<file path="config.mk">
export PLATFORM = sky130hd
export DESIGN_NAME = tlc_ctrl
export DESIGN_NICKNAME = d
export VERILOG_FILES = /design/src/rtl/tlc_pkg.sv /design/src/rtl/tlc_ctrl.sv
export SDC_FILE = /design/constraint.sdc
export NUM_CORES = 1
export LEC_CHECK = 0
export BUFFER_PORTS_ARGS = -buffer_cell sky130_fd_sc_hd__buf_2
export CORE_AREA = 2 2 39 41
export DETAILED_ROUTE_END_ITERATION = 7
export DIE_AREA = 0 0 41 43
export GPL_TIMING_DRIVEN = 1
export PLACE_DENSITY = 0.47
export SLEW_MARGIN = 5
export SYNTH_ARGS = -nofsm -noshare
export SYNTH_HDL_FRONTEND = slang
export SYNTH_SLANG_ARGS = --single-unit
</file>
<file path="constraint.sdc">
create_clock -name i_clk -period 1.3 [get_ports i_clk]
set_clock_uncertainty 0.05 [all_clocks]
set_input_delay 0.065 -clock i_clk [delete_from_list [all_inputs] [get_ports i_clk]]
set_output_delay 0.065 -clock i_clk [all_outputs]
set_load 0.005 [all_outputs]
</file>
<file path="src/rtl/tlc_pkg.sv">
// shared types, constants and helpers of the two-level cache controller
package tlc_pkg;

    localparam int ADDR_W    = 32;
    localparam int STAMP_W   = 32;
    localparam int CFG_W     = 5;
    localparam int CFG_IDX_W = 2;

    localparam int L1_LINES_DEF = 256;
    localparam int L2_SETS_DEF  = 256;
    localparam int L2_WAYS_DEF  = 8;

    // configuration register indexes
    localparam logic [CFG_IDX_W-1:0] CFG_L1_SIZE = 2'd0;
    localparam logic [CFG_IDX_W-1:0] CFG_L2_SIZE = 2'd1;
    localparam logic [CFG_IDX_W-1:0] CFG_WAYS    = 2'd2;
    localparam logic [CFG_IDX_W-1:0] CFG_BLOCK   = 2'd3;

    // configuration reset values
    localparam logic [4:0] RST_L1_SIZE = 5'd12;
    localparam logic [4:0] RST_L2_SIZE = 5'd15;
    localparam logic [1:0] RST_WAYS    = 2'd2;
    localparam logic [3:0] RST_BLOCK   = 4'd5;

    typedef struct packed {
        logic              command;
        logic [ADDR_W-1:0] address;
    } t_req;

    typedef struct packed {
        logic l1_miss;
        logic l2_miss;
        logic write_back;
    } t_rsp;

    // controller to datapath
    typedef struct packed {
        logic accept;
        logic look;
        logic ord;
        logic owr;
        logic clr;
    } t_cmd;

    // datapath to controller
    typedef struct packed {
        logic need_old;
        logic clr_last;
    } t_sts;

    function automatic int floor_log2(input int n);
        int r;
        r = 0;
        for (int i = 1; i < 31; i++) begin
            if ((1 << i) <= n) begin
                r = i;
            end
        end
        return r;
    endfunction

endpackage

</file>
<file path="src/rtl/tlc_ctrl.sv">
// sequencing state machine of the two-level cache controller
module tlc_ctrl (
    input  logic          i_clk,
    input  logic          i_rst_n,
    input  logic          i_start,
    input  tlc_pkg::t_sts i_sts,
    output tlc_pkg::t_cmd o_cmd,
    output logic          o_busy
);
    import tlc_pkg::*;

    typedef enum logic [4:0] {
        S_CLR  = 5'b00001,
        S_IDLE = 5'b00010,
        S_LOOK = 5'b00100,
        S_ORD  = 5'b01000,
        S_OWR  = 5'b10000
    } t_state;

    t_state r_state, n_state;

    always_ff @(posedge i_clk) begin
        if (!i_rst_n) begin
            r_state <= S_CLR;
        end else begin
            r_state <= n_state;
        end
    end

    always_comb begin
        n_state = r_state;
        unique case (r_state)
            S_CLR:  if (i_sts.clr_last) n_state = S_IDLE;
            S_IDLE: if (i_start) n_state = S_LOOK;
            S_LOOK: n_state = i_sts.need_old ? S_ORD : S_IDLE;
            S_ORD:  n_state = S_OWR;
            S_OWR:  n_state = S_IDLE;
            default: n_state = S_CLR;
        endcase
    end

    assign o_cmd.accept = (r_state == S_IDLE) && i_start;
    assign o_cmd.look   = (r_state == S_LOOK);
    assign o_cmd.ord    = (r_state == S_ORD);
    assign o_cmd.owr    = (r_state == S_OWR);
    assign o_cmd.clr    = (r_state == S_CLR);
    assign o_busy       = (r_state != S_IDLE);

endmodule

</file>
==> impl_metrics.env, run 1 <==
export IMPL_ctsHoldBuffers=0
export IMPL_fin_crit_ns=1.56
export IMPL_path_clk_slew_ns=0.04
export IMPL_drc=0
export IMPL_die_area_sq_mm=0.00176
export IMPL_cp_required_ns=1.19
export IMPL_grt_max_degree=7
export IMPL_cts_sink_count=5
export IMPL_max_freq_ghz=0.642
export IMPL_htree_levels=1
export IMPL_synth_compound_area_frac=0.112
export IMPL_drt_initial_drc_count=5
export IMPL_finalSetupViolCount=7
export IMPL_crit_family="simple AND/OR/NAND/NOR gates"
export IMPL_synth_warnings=0
export IMPL_core_area_sq_mm=0.00138
export IMPL_startpoint="r_state[0]"
export IMPL_grt_pass1_vias=322
export IMPL_syn_avg_cell_area_sq_um=9.14
export IMPL_synthXorXnorAreaFrac=0.0290
export IMPL_synth_top_cell_area_share=0.332
export IMPL_top_regs="r_state: 5 flops"
export IMPL_ys_ff_latch=5
export IMPL_end_kind="output pin"
export IMPL_fp_dieH_um=43
export IMPL_die_w_um=41
export IMPL_cts_buffers=3
export IMPL_critPathArrivalTime_ns=1.44
export IMPL_start_util=0.218
export IMPL_pin_count=11
export IMPL_p_sw_w=0.000153
export IMPL_cts_root_buffer="clkbuf_4"
export IMPL_pwr_share_seq=0.329
export IMPL_hold_viol=0
export IMPL_synthArstFlopShare=0
export IMPL_synthCells=33
export IMPL_worstSetupPathType="flop to output pin"
export IMPL_violations="setup timing"
export IMPL_synth_top_family_by_area="simple AND/OR/NAND/NOR gates"
export IMPL_cp_max_fo=3
export IMPL_synth_main_ff_cell="dfxtp_1"
export IMPL_wl_um=852
export IMPL_drive_above_1_share=0.689
export IMPL_power_internal_w=0.000392
export IMPL_utilization=0.400
export IMPL_grt_overflow=0
export IMPL_crit_path_start_kind="flop"
export IMPL_firstDrtPassIters=2
export IMPL_hold_path_class="input pin to flop"
export IMPL_synth_simple_area_share=0.490
export IMPL_power_share_clock=0.324
export IMPL_num_antenna_cells=0
export IMPL_crit_slowest_cell="or3_4"
export IMPL_worst_slew_pin_slew_ns=0.236
export IMPL_viasPerCell=4.45
export IMPL_fin_crit_sh=1.20
export IMPL_rows=14
export IMPL_clockBufferDepth=2
export IMPL_fin_ws_ns=-0.258
export IMPL_finalMaxSlewViolations=0
export IMPL_maxCapViolations=0
export IMPL_clk_latency_ns=0.24
export IMPL_io_buffers=10
export IMPL_synth_fa_ha_area_frac=0
export IMPL_synth_area_leaders="dfxtp_1 33%, nor3b_4 6.2%, and3_2 5.0%, nor2_1 5.0%, nor4b_2 5.0%"
export IMPL_p_leak_nw=0.268
export IMPL_dr_total_vias=343
export IMPL_syn_num_nets=38
export IMPL_synth_edf_count=0
export IMPL_p_per_area_mw_per_mm2=986
export IMPL_irDropWorstVdd_mv=0.352
export IMPL_maxSlewHeadroom=0.842
export IMPL_wl_per_cell_um=11.1
export IMPL_power_frac_comb=0.347
export IMPL_yosysUniqueCellTypes=21
export IMPL_grt_pass1_wl_mm=1.37
export IMPL_regMostFlops="r_state"
export IMPL_synth_most_common_cell="dfxtp_1"
export IMPL_fin_nets=67
export IMPL_r2r_start="r_state[0]"
export IMPL_place_congestion=0.753
export IMPL_synthMuxAreaShare=0
export IMPL_switching_share=0.281
export IMPL_cts_tree="yes"
export IMPL_slowest_delay_ns=0.40
export IMPL_path_cells="or3_4 > nor3b_4 > buf_4 > inv_2 > buf_6"
export IMPL_status="complete, but fails checks"
export IMPL_yosys_area_top_type="dfxtp_1"
export IMPL_area_growth_pct=83.4
export IMPL_holdCritStartpoint="i_sts[1]"
export IMPL_antenna_found_initial=0
export IMPL_ant_nets=0
export IMPL_grt_usage=0.120
export IMPL_power_w=0.000545
export IMPL_netlist_area_sq_um=302
export IMPL_rsz0062_at_grt="true"
export IMPL_ys_seq_area_frac=0.332
export IMPL_largest_register_ffs=5
export IMPL_critPathBufInv=3
export IMPL_synthTopCellsByCount="5 x dfxtp_1, 4 x nor2_1, 3 x inv_1"
[worst register-to-register path, stage by stage (launching register included)]
cell and delay, ns:
dfxtp_2 0.31, or3_4 0.40, nor3b_4 0.22, buf_4 0.17
nor4_1 0.05, or2_1 0.20
[cell families after synthesis]
group,after synthesis
xor gates and xnor gates,1
and+or+nand+nor,19
AOI/OAI and AO/OA,5
buffers and inverters,3
DFF,5
[what timing repair did]
| item | in CTS | in global routing |
|---|---|---|
| gates resized for setup | 2 | 12 |
| pin swaps | 5 | 4 |
| setup endpoints to repair | 7 | 8 |
| setup buffers | 3 | 1 |
[cell type report]
class                   count  area [sq um]
well taps                  16          20.0
flip-flops and latches      5           104
multi-input cells          25           214
fillers                   148           831
inverters                   3          13.8
clock buffers               4          26.3
repair buffers             24           175
[through the flow]
step / hold slack [ns] / cell area [sq um] / TNS [ns] / instances / worst slack, ns
floorplan: 0.129 / 302 / -0.0904 / 33 / -0.0904
global placement: 0.279 / 454 / -0.160 / 70 / -0.0952
detailed placement: 0.260 / 454 / -0.206 / 70 / -0.111
CTS: 0.00658 / 514 / -1.16 / 77 / -0.276
global route: 0.0193 / 553 / -1.42 / 77 / -0.292
finish: 0.00392 / 553 / -1.18 / 77 / -0.258
[layout by cell type (no fill, tap or decap), types with 2 or more instances in the layout]
cell type,n
clkbuf_4,3
buf_6,4
nand3_1,2
buf_2,8
nor2_1,3
and3_2,2
dfxtp_1,2
o21ai_0,2
buf_4,12
dfxtp_2,3
[routing by layer]
layer	wire length, um	share of wire	GRT usage
met5	0	0	0
met4	11	0.013	0.0800
met3	55	0.065	0.0157
met2	439	0.52	0.197
met1	344	0.40	0.132
[path summary, 6_finish.rpt]
path	endpoint	cells after the start	slack, ns
min reg2reg	r_state[1]	4	0.61
min	r_state[3]	3	0.004
max reg2reg	r_state[0]	5	-0.21
max	o_busy	5	-0.26
[power groups by stage]
stage	sequential [W]	combinational, W	clock [W]
after floorplan	0.000186	0.0000874	0
after global placement	0.000176	0.000176	0
after detailed placement	0.000177	0.000177	0
after CTS	0.000175	0.000189	0.000181
after global routing	0.000180	0.000207	0.000188
final	0.000179	0.000189	0.000177
Power figures use the tool's default switching activity.
==> run 2: changes to the inputs <==
SETUP_SLACK_MARGIN = 0.02   (was default)
==> run 2 against run 1 <==
The flow still finishes with violations (setup timing). Setup slack better by 0.0014 ns. Final area up 3.6%. Total power up 5.0%. Sequential share of layout area down 0.66 points. Routed wire length up 7.4%. Final cell count up 1.3%. First-iteration DRC count down 20%. Sequential cell count unchanged. Global-route usage up 0.10 points. Register-to-register slack about the same. Clock-buffer cell count unchanged. Utilization up 1.4 points. Critical path type unchanged.
==> impl_metrics.env, run 2 (synthesis results as in run 1) <==
export IMPL_drt_initial_drc_count=4
export IMPL_p_leak_nw=0.281
export IMPL_fin_ws_ns=-0.256
export IMPL_cts_buffers=3
export IMPL_irDropWorstVdd_mv=0.410
export IMPL_drive_above_1_share=0.726
export IMPL_p_per_area_mw_per_mm2=1000
export IMPL_layout_common_cells="13 x buf_4, 8 x buf_2, 4 x buf_6"
export IMPL_hold_path_class="input pin to flop"
export IMPL_critPathBufInv=3
export IMPL_maxCapViolations=0
export IMPL_violations="setup timing"
export IMPL_grt_usage=0.121
export IMPL_rsz0062_at_grt="true"
export IMPL_area_growth_pct=90.0
export IMPL_grt_max_degree=7
export IMPL_fp_dieH_um=43
export IMPL_grt_overflow=0
export IMPL_cts_tree="yes"
export IMPL_critPathArrivalTime_ns=1.44
export IMPL_largest_register_ffs=5
export IMPL_io_buffers=10
export IMPL_fin_nets=68
export IMPL_crit_path_start_kind="flop"
export IMPL_ant_nets=0
export IMPL_fill_cells=143
export IMPL_firstDrtPassIters=3
export IMPL_hold_viol=0
export IMPL_crit_family="simple AND/OR/NAND/NOR gates"
export IMPL_max_freq_ghz=0.643
export IMPL_rows=14
export IMPL_clk_latency_ns=0.24
export IMPL_fin_crit_ns=1.56
export IMPL_clockBufferDepth=2
export IMPL_power_w=0.000573
export IMPL_wl_per_cell_um=11.7
export IMPL_antenna_found_initial=0
export IMPL_wl_um=915
export IMPL_fin_crit_sh=1.20
export IMPL_dr_total_vias=352
export IMPL_finalSetupViolCount=7
export IMPL_htree_levels=1
export IMPL_grt_pass1_wl_mm=1.39
export IMPL_start_util=0.218
export IMPL_status="complete, but fails checks"
export IMPL_maxSlewHeadroom=0.845
export IMPL_pin_count=11
export IMPL_regMostFlops="r_state"
export IMPL_cp_required_ns=1.19
export IMPL_top_regs="r_state: 5 flops"
export IMPL_die_area_sq_mm=0.00176
export IMPL_crit_slowest_cell="or3_4"
export IMPL_ctsHoldBuffers=0
export IMPL_viasPerCell=4.51
export IMPL_grt_pass1_vias=323
export IMPL_slowest_delay_ns=0.40
export IMPL_place_ws_ns=-0.111
export IMPL_die_w_um=41
export IMPL_cts_root_buffer="clkbuf_4"
export IMPL_final_area_sq_um=573
export IMPL_utilization=0.414
export IMPL_drc=0
export IMPL_finalMaxSlewViolations=0
export IMPL_num_antenna_cells=0
export IMPL_cp_max_fo=3
export IMPL_worst_slew_pin_slew_ns=0.232
export IMPL_path_cells="or3_4 > nor3b_4 > buf_4 > inv_2 > buf_6"
export IMPL_worstSetupPathType="flop to output pin"
export IMPL_cts_sink_count=5
export IMPL_end_kind="output pin"
export IMPL_place_congestion=0.753
export IMPL_final_common_cell="buf_4"
export IMPL_register_area_sq_um=104
export IMPL_path_clk_slew_ns=0.04
export IMPL_multi_input_area_sq_um=226
export IMPL_placed_area_sq_um=454
export IMPL_core_area_sq_mm=0.00138
run 2: final timing paths:
check,start,cells past startpoint,to,slack (ns)
setup / recovery,r_state[0],5,o_busy,-0.26
hold / removal,i_sts[1],3,r_state[3],0.006
setup reg to reg,r_state[0],5,r_state[0],-0.21
hold reg to reg,r_state[3],4,r_state[1],0.65
run 2: repair_timing:
item	4_1_cts	5_1_grt
hold endpoints to repair	0	0
pin swaps	5	4
setup endpoints to repair	7	8
resized for setup	3	15
setup buffers	3	2
run 2: worst register-to-register path, delay by kind of cell, from the launching register on:
family                 cells  cell delay, ns
flip-flops                 1            0.31
buffers and inverters      1            0.17
AND/OR/NAND/NOR            4            0.87
run 2: stage by stage:
stage                     TNS, ns  cells  hold slack (ns)
final                       -1.17     78          0.00642
after global routing        -1.43     78           0.0191
after CTS                   -1.16     77          0.00658
after detailed placement   -0.206     70            0.260
after global placement     -0.160     70            0.279
after floorplan           -0.0904     33            0.129
run 2: layout make-up:
class / count / area share
clock buffers: 4 / 0.0459
repair buffers: 25 / 0.319
flip-flops and latches: 5 / 0.181
inverters: 3 / 0.0240
well taps: 16 / 0.0349
multi-input cells: 25 / 0.395
run 2: where the power goes:
| group | leakage (nW) | internal, W | switching [W] |
|---|---|---|---|
| registers | 0.0415 | 0.000169 | 0.0000103 |
| clock network | 0.0150 | 0.000116 | 0.0000605 |
| logic | 0.225 | 0.000127 | 0.0000901 |
run 2: layer usage:
layer  track usage  routed length (um)
met5             0                   0
met4        0.0800                  11
met3        0.0157                  55
met2         0.197                 475
met1         0.135                 372
